==> src/rtl/mfr_pkg.sv <==
// Types and constants shared by the multidrop frame receiver.
package mfr_pkg;

   localparam int unsigned FRAME_BYTES = 5;
   localparam int unsigned POS_WIDTH   = 3;

   localparam logic [1:0] CSR_OWN_ADDRESS       = 2'd0;
   localparam logic [1:0] CSR_BROADCAST_ADDRESS = 2'd1;
   localparam logic [1:0] CSR_LOW_SPEED_MODE    = 2'd2;

   typedef struct packed {
      logic [7:0] rx_byte;
      logic       ninth_bit;
      logic       line_error;
   } mfr_req_type;

   typedef struct packed {
      logic [7:0] address_byte;
      logic [7:0] data_byte_one;
      logic [7:0] data_byte_two;
      logic [7:0] data_byte_three;
      logic [7:0] data_byte_four;
      logic       checksum_ok;
      logic       address_accepted;
   } mfr_rsp_type;

endpackage

==> src/rtl/multidrop_frame_receiver.sv <==
// Nine-bit multidrop UART frame receiver: top level with framing and checksum logic.
// A request is held in the input register; the checksum byte's result is on rsp_valid
// from the edge where it leaves that register. Throughput: one request per cycle while
// the result side does not stall, as each byte's add and compare is combinational.
// Reset (synchronous, active high) clears the valid flags, frame state and CSRs.
module multidrop_frame_receiver (
   input  logic                 clock,
   input  logic                 reset,
   input  logic                 req_valid,
   output logic                 req_ready,
   input  mfr_pkg::mfr_req_type req_data,
   output logic                 rsp_valid,
   input  logic                 rsp_ready,
   output mfr_pkg::mfr_rsp_type rsp_data,
   input  logic                 csr_we,
   input  logic [1:0]           csr_index,
   input  logic [7:0]           csr_wdata
);

   // Configuration registers.
   logic [7:0] own_addr_ff;
   logic [7:0] bcast_addr_ff;
   logic       low_speed_ff;

   // Input register holding one request ahead of the framing logic.
   logic                 in_valid_ff;
   logic                 in_valid_in;
   mfr_pkg::mfr_req_type in_data_ff;

   // Frame state.
   logic                          active_ff, active_in;
   logic [mfr_pkg::POS_WIDTH-1:0] pos_ff, pos_in;
   logic [7:0]                    sum_ff, sum_in;
   logic [7:0]                    store_ff [mfr_pkg::FRAME_BYTES];

   // Result register.
   logic                 rsp_valid_ff, rsp_valid_in;
   mfr_pkg::mfr_rsp_type rsp_data_ff, rsp_data_in;

   logic advance;   // the input register hands its request to the framing logic
   logic process;   // a buffered request is being processed this cycle
   logic store_we;
   logic rsp_load;

   // The input stage may only move on when the result register can take a new
   // result. Since a result is produced by at most one request, this keeps
   // the pipeline lossless while still allowing one request per cycle.
   assign advance   = !rsp_valid_ff || rsp_ready;
   assign process   = in_valid_ff && advance;
   assign req_ready = !in_valid_ff || advance;
   assign in_valid_in = (req_valid && req_ready) || (in_valid_ff && !advance);

   always_ff @(posedge clock) begin
      if (reset) begin
         own_addr_ff   <= 8'd0;
         bcast_addr_ff <= 8'd0;
         low_speed_ff  <= 1'b0;
      end else if (csr_we) begin
         case (csr_index)
            mfr_pkg::CSR_OWN_ADDRESS:       own_addr_ff   <= csr_wdata;
            mfr_pkg::CSR_BROADCAST_ADDRESS: bcast_addr_ff <= csr_wdata;
            mfr_pkg::CSR_LOW_SPEED_MODE:    low_speed_ff  <= csr_wdata[0];
            default: ;
         endcase
      end
   end

   always_ff @(posedge clock) begin
      if (reset) begin
         in_valid_ff <= 1'b0;
      end else begin
         in_valid_ff <= in_valid_in;
      end
   end

   always_ff @(posedge clock) begin
      if (req_valid && req_ready) begin
         in_data_ff <= req_data;
      end
   end

   // Framing decisions for the buffered request. A line error wins over
   // everything; low-speed mode then ignores the byte; an address byte always
   // restarts a frame; data bytes fill the frame until the checksum byte.
   always_comb begin
      active_in   = active_ff;
      pos_in      = pos_ff;
      sum_in      = sum_ff;
      store_we    = 1'b0;
      rsp_load    = 1'b0;
      rsp_data_in = rsp_data_ff;
      if (process) begin
         if (in_data_ff.line_error) begin
            active_in = 1'b0;
            pos_in    = '0;
            sum_in    = 8'd0;
         end else if (!low_speed_ff) begin
            if (in_data_ff.ninth_bit) begin
               active_in = 1'b1;
               pos_in    = mfr_pkg::POS_WIDTH'(1);
               sum_in    = in_data_ff.rx_byte;
               store_we  = 1'b1;
            end else if (active_ff) begin
               if (pos_ff < mfr_pkg::POS_WIDTH'(mfr_pkg::FRAME_BYTES)) begin
                  pos_in   = pos_ff + mfr_pkg::POS_WIDTH'(1);
                  sum_in   = sum_ff + in_data_ff.rx_byte;
                  store_we = 1'b1;
               end else begin
                  // Checksum byte closes the frame; the position stays at
                  // the full count until the next address byte or line error.
                  active_in = 1'b0;
                  rsp_load  = 1'b1;
                  rsp_data_in.address_byte     = store_ff[0];
                  rsp_data_in.data_byte_one    = store_ff[1];
                  rsp_data_in.data_byte_two    = store_ff[2];
                  rsp_data_in.data_byte_three  = store_ff[3];
                  rsp_data_in.data_byte_four   = store_ff[4];
                  rsp_data_in.checksum_ok      = (sum_ff == in_data_ff.rx_byte);
                  rsp_data_in.address_accepted = (store_ff[0] == own_addr_ff) ||
                                                 (store_ff[0] == bcast_addr_ff);
               end
            end
         end
      end
   end

   // The address byte is written at entry zero; data bytes at the current
   // position, which is below the frame length whenever they are stored.
   always_ff @(posedge clock) begin
      if (store_we) begin
         if (in_data_ff.ninth_bit) begin
            store_ff[0] <= in_data_ff.rx_byte;
         end else begin
            store_ff[pos_ff] <= in_data_ff.rx_byte;
         end
      end
   end

   always_ff @(posedge clock) begin
      if (reset) begin
         active_ff <= 1'b0;
         pos_ff    <= '0;
         sum_ff    <= 8'd0;
      end else begin
         active_ff <= active_in;
         pos_ff    <= pos_in;
         sum_ff    <= sum_in;
      end
   end

   // The result register is free or being drained whenever a result loads.
   assign rsp_valid_in = rsp_load || (rsp_valid_ff && !rsp_ready);

   always_ff @(posedge clock) begin
      if (reset) begin
         rsp_valid_ff <= 1'b0;
      end else begin
         rsp_valid_ff <= rsp_valid_in;
      end
   end

   always_ff @(posedge clock) begin
      if (rsp_load) begin
         rsp_data_ff <= rsp_data_in;
      end
   end

   assign rsp_valid = rsp_valid_ff;
   assign rsp_data  = rsp_data_ff;

`ifndef SYNTHESIS
   a_rsp_only_full_frame: assert property (@(posedge clock) disable iff (reset)
      rsp_load |-> (active_ff && pos_ff == mfr_pkg::POS_WIDTH'(mfr_pkg::FRAME_BYTES)))
      else $error("result produced from an incomplete frame");

   a_active_pos_range: assert property (@(posedge clock) disable iff (reset)
      active_ff |-> (pos_ff != '0 &&
                     pos_ff <= mfr_pkg::POS_WIDTH'(mfr_pkg::FRAME_BYTES)))
      else $error("open frame with an impossible byte position");

   a_held_request_kept: assert property (@(posedge clock) disable iff (reset)
      (in_valid_ff && !advance) |=> in_valid_ff)
      else $error("buffered request lost while the result side stalled");

   a_line_error_drops: assert property (@(posedge clock) disable iff (reset)
      (process && in_data_ff.line_error) |=> (!active_ff && pos_ff == '0 && sum_ff == 8'd0))
      else $error("line error did not drop the frame");

   a_no_result_overwrite: assert property (@(posedge clock) disable iff (reset)
      (rsp_valid_ff && !rsp_ready) |-> !rsp_load)
      else $error("pending result overwritten");
`endif

endmodule

==> config.mk <==
export PLATFORM = sky130hd
export DESIGN_NAME = multidrop_frame_receiver
export DESIGN_NICKNAME = d
export VERILOG_FILES = /design/src/rtl/mfr_pkg.sv /design/src/rtl/multidrop_frame_receiver.sv
export SDC_FILE = /design/constraint.sdc
export NUM_CORES = 1
export LEC_CHECK = 0
export CAP_MARGIN = 20
export CELL_PAD_IN_SITES_DETAIL_PLACEMENT = 1
export CELL_PAD_IN_SITES_GLOBAL_PLACEMENT = 1
export CORE_MARGIN = 1
export CORE_UTILIZATION = 54
export CTS_BUF_LIST = sky130_fd_sc_hd__clkbuf_4
export DETAILED_ROUTE_END_ITERATION = 12
export DONT_BUFFER_PORTS = 1
export GPL_TIMING_DRIVEN = 0
export PLACE_DENSITY = 0.78
export SLEW_MARGIN = 20
export SYNTH_ARGS = -nofsm -noshare
export SYNTH_HDL_FRONTEND = slang
export SYNTH_SLANG_ARGS = --single-unit
==> constraint.sdc <==
create_clock -name clock -period 7.7 [get_ports clock]
set_clock_uncertainty 0.2 [all_clocks]
set_input_delay 0.385 -clock clock [delete_from_list [all_inputs] [get_ports clock]]
set_output_delay 0.385 -clock clock [all_outputs]
set_load 0.01 [all_outputs]
# Word-level counts from Yosys, hierarchy flattened
# Memory sizes are Yosys's and may differ from the RTL's. A register that Yosys moved wholly into a read port is not among the register bits.
# Index checks and enable logic that the tools add are counted.
# classes
n_addsub,2
magnitude_cmp,1
n_eq_ne,6
muxes,33
bitwise_logic,4
n_reduce_logical,23
# ops
cell,count
2-to-1 mux 8 bit,6
== test 8 bit,3
2-to-1 mux 1 bit,21
2-to-1 mux 3 bit,6
adder 8 bit,1
AND reduction 2 bit,4
OR reduction 8 bit,1
AND reduction 7 bit,1
nonzero test 3 bit,2
logical OR 1 bit,5
logical AND 1 bit,4
zero test 1 bit,4
NOT 1 bit,4
AND reduction 4 bit,1
adder 3 x 1 -> 3 bit (second input constant),1
less-than comparator 3 bit (second input constant),1
== test 2 x 1 -> 1 bit (second input constant),1
== test 2 bit (second input constant),1
zero test 2 bit,1
!= test 2 x 1 -> 1 bit (second input constant),1
# totals
regBits,51
mem_bits_rw,40
input_bits,25
out_inout_bits,44
memories,1
# memory_table
memory,depth,width,read_ports,rd_clocked_by_memory_dff,write_ports,line_no,rtl
store_ff,5,8,5,4,1,multidrop_frame_receiver.sv:34,logic [7:0] store_ff [mfr_pkg::FRAME_BYTES];

# Depth between registers and ports, before layout
# Gate-level depths: netlist (run 1).
# logic_depth
ltp_word,11
mapped_depth,8
mapped_depth_nobuf,8

# Worst setup path after synthesis (run 1)
# No wires, ideal clock.
# synth_path
path_type,register to register
from,register in_data_ff[0] (netlist name)
to,"register rsp_data_ff (netlist bit rsp_data[0]), enable pin"
setup_time_ns,0.564
t_arrival_ns,5.230
t_required_ns,6.936
slack_ns,1.705
path_stages_with_launch,4
n_path_buf,0
path_cell_list,edfxtp_1 -> nor2_1 -> nand3_1 -> nor4b_1
# synth_via
elab_chain_len,3
elab_cells_between_ends,4
cone_classes,mux: 2; bitwise: 1; reduce/logical: 1
# synth_lines
element,line_no,rtl
"start, declared",multidrop_frame_receiver.sv:28,mfr_pkg::mfr_req_type in_data_ff;
"start signal, assigned",multidrop_frame_receiver.sv:78,in_data_ff <= req_data;
2-to-1 mux 1 bit,multidrop_frame_receiver.sv:93,if (in_data_ff.line_error) begin
2-to-1 mux 1 bit,multidrop_frame_receiver.sv:92,if (process) begin
AND reduction 7 bit (no line) (*),n/a,
"end signal, assigned",multidrop_frame_receiver.sv:164,rsp_data_ff <= rsp_data_in;
"end, declared",multidrop_frame_receiver.sv:38,"mfr_pkg::mfr_rsp_type rsp_data_ff, rsp_data_in;"
# Mark *: on every way between the ends. The rest lies on a longest branch, timed or not.
# A chain may end at the register's enable or synchronous reset.

# Worst setup path after layout (run 1)
# layout_path
from,register in_data_ff[0] (netlist name)
to,"register, netlist name rsp_data[14]"
# layout_via
elab_chain_len,3
elab_cells_between_ends,4
cone_classes,mux: 2; bitwise: 1; reduce/logical: 1
# layout_lines
element,line_no
2-to-1 mux 1 bit,multidrop_frame_receiver.sv:93
2-to-1 mux 1 bit,multidrop_frame_receiver.sv:92
AND reduction 7 bit (no line) (*),n/a
# Marks and branches as above.

==> results of run 1 <==
==> what timing repair did <==
item                       CTS  global route
hold endpoints to repair    31             0
setup endpoints to repair    0             0
hold buffers                23             0
==> critical path, delay by kind of cell (launching register included) <==
family,cells,cell delay [ns]
DFF,1,0.52
buffers and inverters,4,0.97
and+or+nand+nor,3,0.85
==> report_power, final <==
| part | switching [mW] | total (mW) | internal (mW) | leakage, nW |
|---|---|---|---|---|
| clock network | 0.218 | 0.419 | 0.201 | 0.151 |
| registers | 0.0171 | 0.737 | 0.720 | 1.08 |
| logic | 0.0350 | 0.0631 | 0.0281 | 0.615 |
| total | 0.270 | 1.22 | 0.949 | 1.85 |
==> logic make-up after synthesis <==
| family | synth area share (%) |
|---|---|
| multiplexers | 3.89 |
| adder cells (fa/ha/maj) | 2.60 |
| buffers and inverters | 1.14 |
| flip-flops | 73.1 |
| AND/OR/NAND/NOR | 8.82 |
| AO/OA/AOI/OAI | 6.84 |
| XOR/XNOR | 3.60 |
==> metrics by stage <==
step	area [um^2]	TNS (ns)	setup slack (ns)	power [mW]
2_1_floorplan	4630	0	1.71	0.782
3_3_place_gp	4760	-22.11	-0.525	0.797
3_5_place_dp	4800	0	4.88	0.803
4_1_cts	5300	0	4.87	1.22
5_1_grt	5300	0	4.72	1.25
6_report	5300	0	4.86	1.22
==> metal layers <==
metal,up-vias,wire (um)
met5,-,0
met4,0,301
met3,30,535
met2,97,6010
met1,1403,4260
li1,1261,-
==> registers in the layout, summed over array words and instances, names as in the netlist, 3 cells and up <==
signal,cells
bcast_addr_ff,8
pos_ff,3
in_data_ff,10
rsp_data,42
own_addr_ff,8
store_ff,40
sum_ff,8
==> path summary, 6_finish.rpt <==
path	to	slack [ns]	from
hold / removal	sum_ff[2]	0.15	reset
setup reg to reg	rsp_data[14]	4.86	in_data_ff[0]
hold reg to reg	rsp_data[8]	0.22	store_ff[4][6]
setup / recovery	rsp_data[14]	4.86	in_data_ff[0]
==> cell type report <==
type,count,area [um^2]
Buffer,8,33.8
Clock buffer,21,158
Clock inverter,11,104
Fill cell,796,2960
Inverter,5,18.8
Multi-Input combinational cell,174,1200
Sequential cell,123,3380
Tap cell,105,131
Timing Repair Buffer,30,270
==> placed cells by master (no fill, tap or decap), types with 3 or more instances in the layout <==
cell	n
nor3_1	5
nor2_1	35
a211oi_1	3
o21ai_0	4
mux2i_1	18
edfxtp_1	92
buf_1	3
and3_1	3
nand3b_1	3
inv_1	5
ha_1	8
dlygate4sd3_1	23
nand3_1	3
or3_1	3
a21oi_1	16
xnor2_1	18
o21a_1	4
nor2b_1	5
nand2_1	10
clkinv_1	4
nand4_1	4
buf_2	8
clkinv_2	4
dfxtp_1	31
clkbuf_4	21
==> out/results.ini, run 1 <==
[run_status]
status=finished, final reports clean

[grt]
grt_pass1_wl_um=16700
gr-usage-met2_pct=48.4
grt_pass1_vias=2931
antenna_found_initial=0
grt_max_degree=17
use_met1_pct=29.2
grtUsageTotal_pct=26.9
use_met3_pct=7.41
grt_remaining_overflow=0
top_usage_layer=met2

[clock_network]
clk_path_buf_depth=2
cts_buffers=17
cts_root_buf=clkbuf_4
cts_tree=yes
clk_latency_ns=0.51
postCtsSetupRepairBufs=0
cts.sinks=123
htree_levels=4
clk_pin_slew_worst_paths_ns=0.09
cts_resized=0

[finish]
areaGrowthSynthToFinish_pct=14.6
final_util_pct=64.2
diodes=0
drive_above_1_share_pct=11.6
layout.cells.non_filler=477
final_nets=393

[sta]
finalSetupViolCount=0
holdWs_ns=0.150
max_slew_margin_pct=44.1
final.min_clock_period_ns=2.84
rsz0062_at_grt=false
hold_violations=0
tightest_slew_ns=0.836
fmax_mhz=352
fin_crit_sh_pct=36.9
drv_slew=0

[synthesis]
yosysWarnings=0
ys_seq_area_share_pct=73.1
synth-seq-cells=123
synth_edf_count=92
syn_area_um2=4630
synth.distinct_cells=46
yosys.area.top_type=edfxtp_1
synthFlopType=edfxtp_1
synth_fp_nets=344
synthTopCellsByCount=edfxtp_1, nor2_1, dfxtp_1, mux2i_1, xnor2_1
synth_area_leaders=edfxtp_1, dfxtp_1, mux2i_1, xnor2_1, nor2_1
async_reset_ff_share_pct=0
synthCells=310
yosysMostFrequentCell=edfxtp_1
syn-mean-instance-area_um2=14.9
yosysTopAreaCellShare_pct=59.7

[worst_hold_path]
holdPathStages=2
holdCritPathClass=in -> reg

[routing]
drc=0
via_per_inst=5.85
antenna_left=0
routed_wl_um=11100
dr.pass1.iters=4
vias=2791
drt_iter0_markers=160
wl_per_cell_um=23.3

[power_and_ir_drop]
leakagePower_nw=1.85
pwr_density_cell_nw_per_um2=230
ir_drop_v=0.000125

[floorplanning]
fp.dieW_um=94.6
row_count=33
die_area_um2=8940
die_h_um=94.6
floorplan.initialDensity_pct=56.0
pin_count=69
coreArea_um2=8260

[critical_path]
critical-path-slowest-cell=edfxtp_1
reg2reg_depth=7
worstSetupStartpointType=flop
max_stage_delay_ns=0.52
cp_cell_sequence=nor2_1 > nand3_1 > nor4b_2 > buf_2 > buf_2 > buf_4 > buf_2
cp-end-kind=flop
crit_required_ns=7.70
crit_top_cell=buf_2
worst-path-max-fanout=9
path_class=reg -> reg
cp.arrival_ns=2.84

[place]
placed_cells=422
gp_congestion=0.805
dp_hpwl_um=7460
numPortBuffers=0

[flow_run]
max_cap_violations=0

Note: power is estimated with default switching activity, not from simulation.
==> inputs of run 2 (changes only) <==
--- a/config.mk
+++ b/config.mk
@@ -5,16 +5,17 @@
 export SDC_FILE = /design/constraint.sdc
 export NUM_CORES = 1
 export LEC_CHECK = 0
+export ABC_AREA = 1
 export CAP_MARGIN = 20
 export CELL_PAD_IN_SITES_DETAIL_PLACEMENT = 1
 export CELL_PAD_IN_SITES_GLOBAL_PLACEMENT = 1
 export CORE_MARGIN = 1
-export CORE_UTILIZATION = 54
+export CORE_UTILIZATION = 47
 export CTS_BUF_LIST = sky130_fd_sc_hd__clkbuf_4
 export DETAILED_ROUTE_END_ITERATION = 12
 export DONT_BUFFER_PORTS = 1
 export GPL_TIMING_DRIVEN = 0
-export PLACE_DENSITY = 0.78
+export PLACE_DENSITY = 0.74
 export SLEW_MARGIN = 20
 export SYNTH_ARGS = -nofsm -noshare
 export SYNTH_HDL_FRONTEND = slang
==> constraint.sdc (replaced) <==
create_clock -name clock -period 2.6 [get_ports clock]
set_clock_uncertainty 0.2 [all_clocks]
set_input_delay 0.13 -clock clock [delete_from_list [all_inputs] [get_ports clock]]
set_output_delay 0.13 -clock clock [all_outputs]
set_load 0.01 [all_outputs]
==> run 2 against run 1 <==
  * Register-to-register slack worse by 4.7 ns
  * Sequential share of layout area decreased by 2.0 points
  * Worst setup slack lost 4.7 ns
  * Total power grew to 3.1 times the previous value
  * Synthesized cell count increased by 21%
  * First-iteration DRC count shrank 3.1%
  * Critical endpoint is now store_ff[2][0]
  * Largest cell class unchanged
  * Highest routed layer unchanged
==> out/results.ini, run 2 <==
[critical_path]
worstSetupStartpointType=flop  ; unchanged
crit_required_ns=2.55  ; was 7.70 ns
timing.rr.end=store_ff[2][0]  ; was rsp_data[14]
reg2reg_from=in_data_ff[0]  ; unchanged
reg2reg_depth=5  ; was 7
path_class=reg -> reg  ; unchanged
cp.arrival_ns=2.38  ; was 2.84 ns
cp-end-kind=flop  ; unchanged
crit_start=in_data_ff[0]  ; unchanged
critical_path.endpoint=store_ff[2][0]  ; was rsp_data[14]
worst-path-max-fanout=8  ; was 9
reg2reg_slack_ns=0.17  ; was 4.86 ns

[place]
gp_congestion=0.837  ; was 0.805
dp_hpwl_um=7160  ; was 7460 um
placed_cells=509  ; was 422
numPortBuffers=0  ; unchanged
dpl_worst_slack_ns=0.0731  ; was 4.88 ns
place_area_um2=4880  ; was 4800 um^2

[power_and_ir_drop]
power_mw=3.76  ; was 1.22 mW
pwr_density_cell_nw_per_um2=687  ; was 230 nW/um^2
p_int_mw=2.75  ; was 0.949 mW
p_seq_share_pct=58.5  ; was 60.4%
ir_drop_v=0.000286  ; was 0.000125 V
pwr-share-comb_pct=6.3  ; was 5.2%
p_sw_share_pct=26.8  ; was 22.2%
switching_power_mw=1.01  ; was 0.270 mW
leakagePower_nw=2.00  ; was 1.85 nW
power_frac_clock_pct=35.3  ; was 34.4%

[floorplanning]
pin_count=69  ; unchanged
die_area_um2=10400  ; was 8940 um^2
die_h_um=102  ; was 94.6 um
fp.dieW_um=102  ; was 94.6 um
floorplan.initialDensity_pct=48.1  ; was 56.0%
row_count=36  ; was 33
coreArea_um2=9730  ; was 8260 um^2

[clock_network]
clk_pin_slew_worst_paths_ns=0.12  ; was 0.09 ns
cts_tree=yes  ; unchanged
clk_path_buf_depth=2  ; unchanged
cts_root_buf=clkbuf_4  ; unchanged
htree_levels=4  ; unchanged
clk_latency_ns=0.52  ; was 0.51 ns
cts_buffers=17  ; unchanged
cts.sinks=123  ; unchanged
postCtsSetupRepairBufs=0  ; unchanged

[synthesis]
synth_fa_ha_area_share_pct=2.57  ; was 2.60%
syn-mean-instance-area_um2=12.5  ; was 14.9 um^2
syn_area_um2=4680  ; was 4630 um^2
synth_fp_nets=409  ; was 344
ys_seq_area_share_pct=72.3  ; was 73.1%
yosysTopAreaCellShare_pct=59.1  ; was 59.7%
synthTopCellsByCount=edfxtp_1, nand2_1, nor2_1, inv_1, dfxtp_1  ; was edfxtp_1, nor2_1, dfxtp_1, mux2i_1, xnor2_1
synthCells=375  ; was 310
async_reset_ff_share_pct=0  ; unchanged
synthFlopType=edfxtp_1  ; unchanged
synthXorXnorAreaFrac_pct=1.87  ; was 3.60%
synth_mux_area_share_pct=0  ; was 3.89%
synth_top_family_by_area=simple AND/OR/NAND/NOR gates  ; unchanged
yosysWarnings=0  ; unchanged
synth_compound_area_share_pct=6.42  ; was 6.84%
synth.distinct_cells=31  ; was 46
synth-seq-cells=123  ; unchanged
yosys.area.top_type=edfxtp_1  ; unchanged
yosysMostFrequentCell=edfxtp_1  ; unchanged
synth_simple_gate_area_share_pct=12.8  ; was 8.82%
synth_edf_count=92  ; unchanged
synth_area_leaders=edfxtp_1, dfxtp_1, nand2_1, nor2_1, inv_1  ; was edfxtp_1, dfxtp_1, mux2i_1, xnor2_1, nor2_1

[grt]
grt_max_degree=25  ; was 17
grt_pass1_wl_um=16900  ; was 16700 um
grtUsageTotal_pct=23.0  ; was 26.9%
antenna_found_initial=0  ; unchanged
grt_remaining_overflow=0  ; unchanged
grt_pass1_vias=3185  ; was 2931

[finish]
mostFrequentLayoutCells=edfxtp_1, nand2_1, nor2_1  ; was edfxtp_1, nor2_1, dfxtp_1
fill_cells=1019  ; was 796
final_nets=459  ; was 393
areaGrowthSynthToFinish_pct=17.1  ; was 14.6%
layout.cells.non_filler=572  ; was 477
final_cell_area_um2=5480  ; was 5300 um^2
final_util_pct=56.3  ; was 64.2%
drive_above_1_share_pct=14.4  ; was 11.6%
final_common_cell=edfxtp_1  ; unchanged
largest_reg_flops=42  ; unchanged

[sta]
drv_slew=0  ; unchanged
final.min_clock_period_ns=2.43  ; was 2.84 ns
fmax_mhz=412  ; was 352 MHz
rsz0062_at_grt=false  ; unchanged
max_slew_margin_pct=46.7  ; was 44.1%
worst_slack_ns=0.173  ; was 4.86 ns
hold_violations=0  ; unchanged
fin_crit_sh_pct=93.4  ; was 36.9%
tightest_slew_ns=0.796  ; was 0.836 ns
finalSetupViolCount=0  ; unchanged

[run_status]
status=finished, final reports clean  ; unchanged

[routing]
antenna_left=0  ; unchanged
vias=3003  ; was 2791
via_per_inst=5.25  ; was 5.85
wl_per_cell_um=18.8  ; was 23.3 um
dr.pass1.iters=5  ; was 4
drt_iter0_markers=155  ; was 160
routed_wl_um=10800  ; was 11100 um
drc=0  ; unchanged

[worst_hold_path]
holdCritPathClass=in -> reg  ; unchanged

[flow_run]
max_cap_violations=0  ; unchanged

## run 2: layer usage
layer | GRT usage (%) | part of all wire, % | up-vias | wire, um
li1 | - | - | 1405 | -
met2 | 41.5 | 54 | 82 | 5790
met5 | 0 | 0 | - | 0
met1 | 26.3 | 41 | 1502 | 4380
met4 | 8.14 | 1.1 | 0 | 119
met3 | 5.66 | 4.4 | 14 | 475
## run 2: worst min path at each step
stage,startpoint,endpoint,slack (ns),cells after the start
final,req_data[8],in_data_ff[8],0.05,1
after global routing,req_data[7],in_data_ff[7],0.003,1
after CTS,req_data[7],in_data_ff[7],0.004,1
after detailed placement,reset,rsp_valid,0.003,1
after global placement,reset,pos_ff[1],0.005,1
after floorplan,reset,rsp_valid,-0.0009,1
## run 2: worst max-delay path: stages, from the launching register on
cell	delay [ns]
edfxtp_1	0.50
nor3_2	0.31
nand2_2	0.21
nor2_2	0.16
inv_2	0.09
nor3_2	0.61
## run 2: repair_timing
| action | CTS | global route |
|---|---|---|
| hold endpoints to repair | 51 | 2 |
| hold buffers | 28 | 2 |
| gates resized for setup | 0 | 4 |
| setup endpoints to repair | 0 | 32 |
## run 2: area by class of cell
cell class / count / area [um^2] / share of cell area [%]
Antenna cell: 1 / 2.50 / 0.0457
Timing Repair Buffer: 31 / 328 / 5.99
Multi-Input combinational cell: 207 / 1130 / 20.7
Clock inverter: 15 / 150 / 2.74
Inverter: 39 / 146 / 2.67
Clock buffer: 17 / 128 / 2.33
Sequential cell: 123 / 3380 / 61.8
Tap cell: 133 / 166 / 3.04
Buffer: 6 / 40.0 / 0.731
## run 2: cells by family (layout without fill, tap and decap cells)
| kind of cell | count (synthesis) | count (layout) |
|---|---|---|
| AOI/OAI and AO/OA | 54 | 54 |
| xor gates and xnor gates | 10 | 10 |
| adders and majority gates | 9 | 9 |
| buffers and inverters | 45 | 108 |
| DFF | 123 | 123 |
| other | 0 | 1 |
| and+or+nand+nor | 134 | 134 |
## run 2: stage by stage
step                hold WS [ns]  setup TNS (ns)
floorplan              -0.000934               0
global placement         0.00481           -6.78
detailed placement       0.00258               0
CTS                      0.00351               0
global route             0.00299               0
finish                    0.0487               0
## run 2: power groups by stage
stage               Combinational [mW]  Sequential [mW]  Clock, mW
finish                           0.235             2.20       1.33
global route                     0.265             2.20       1.43
CTS                              0.230             2.20       1.34
detailed placement               0.193             2.24          0
global placement                 0.182             2.24          0
floorplan                        0.148             2.22          0
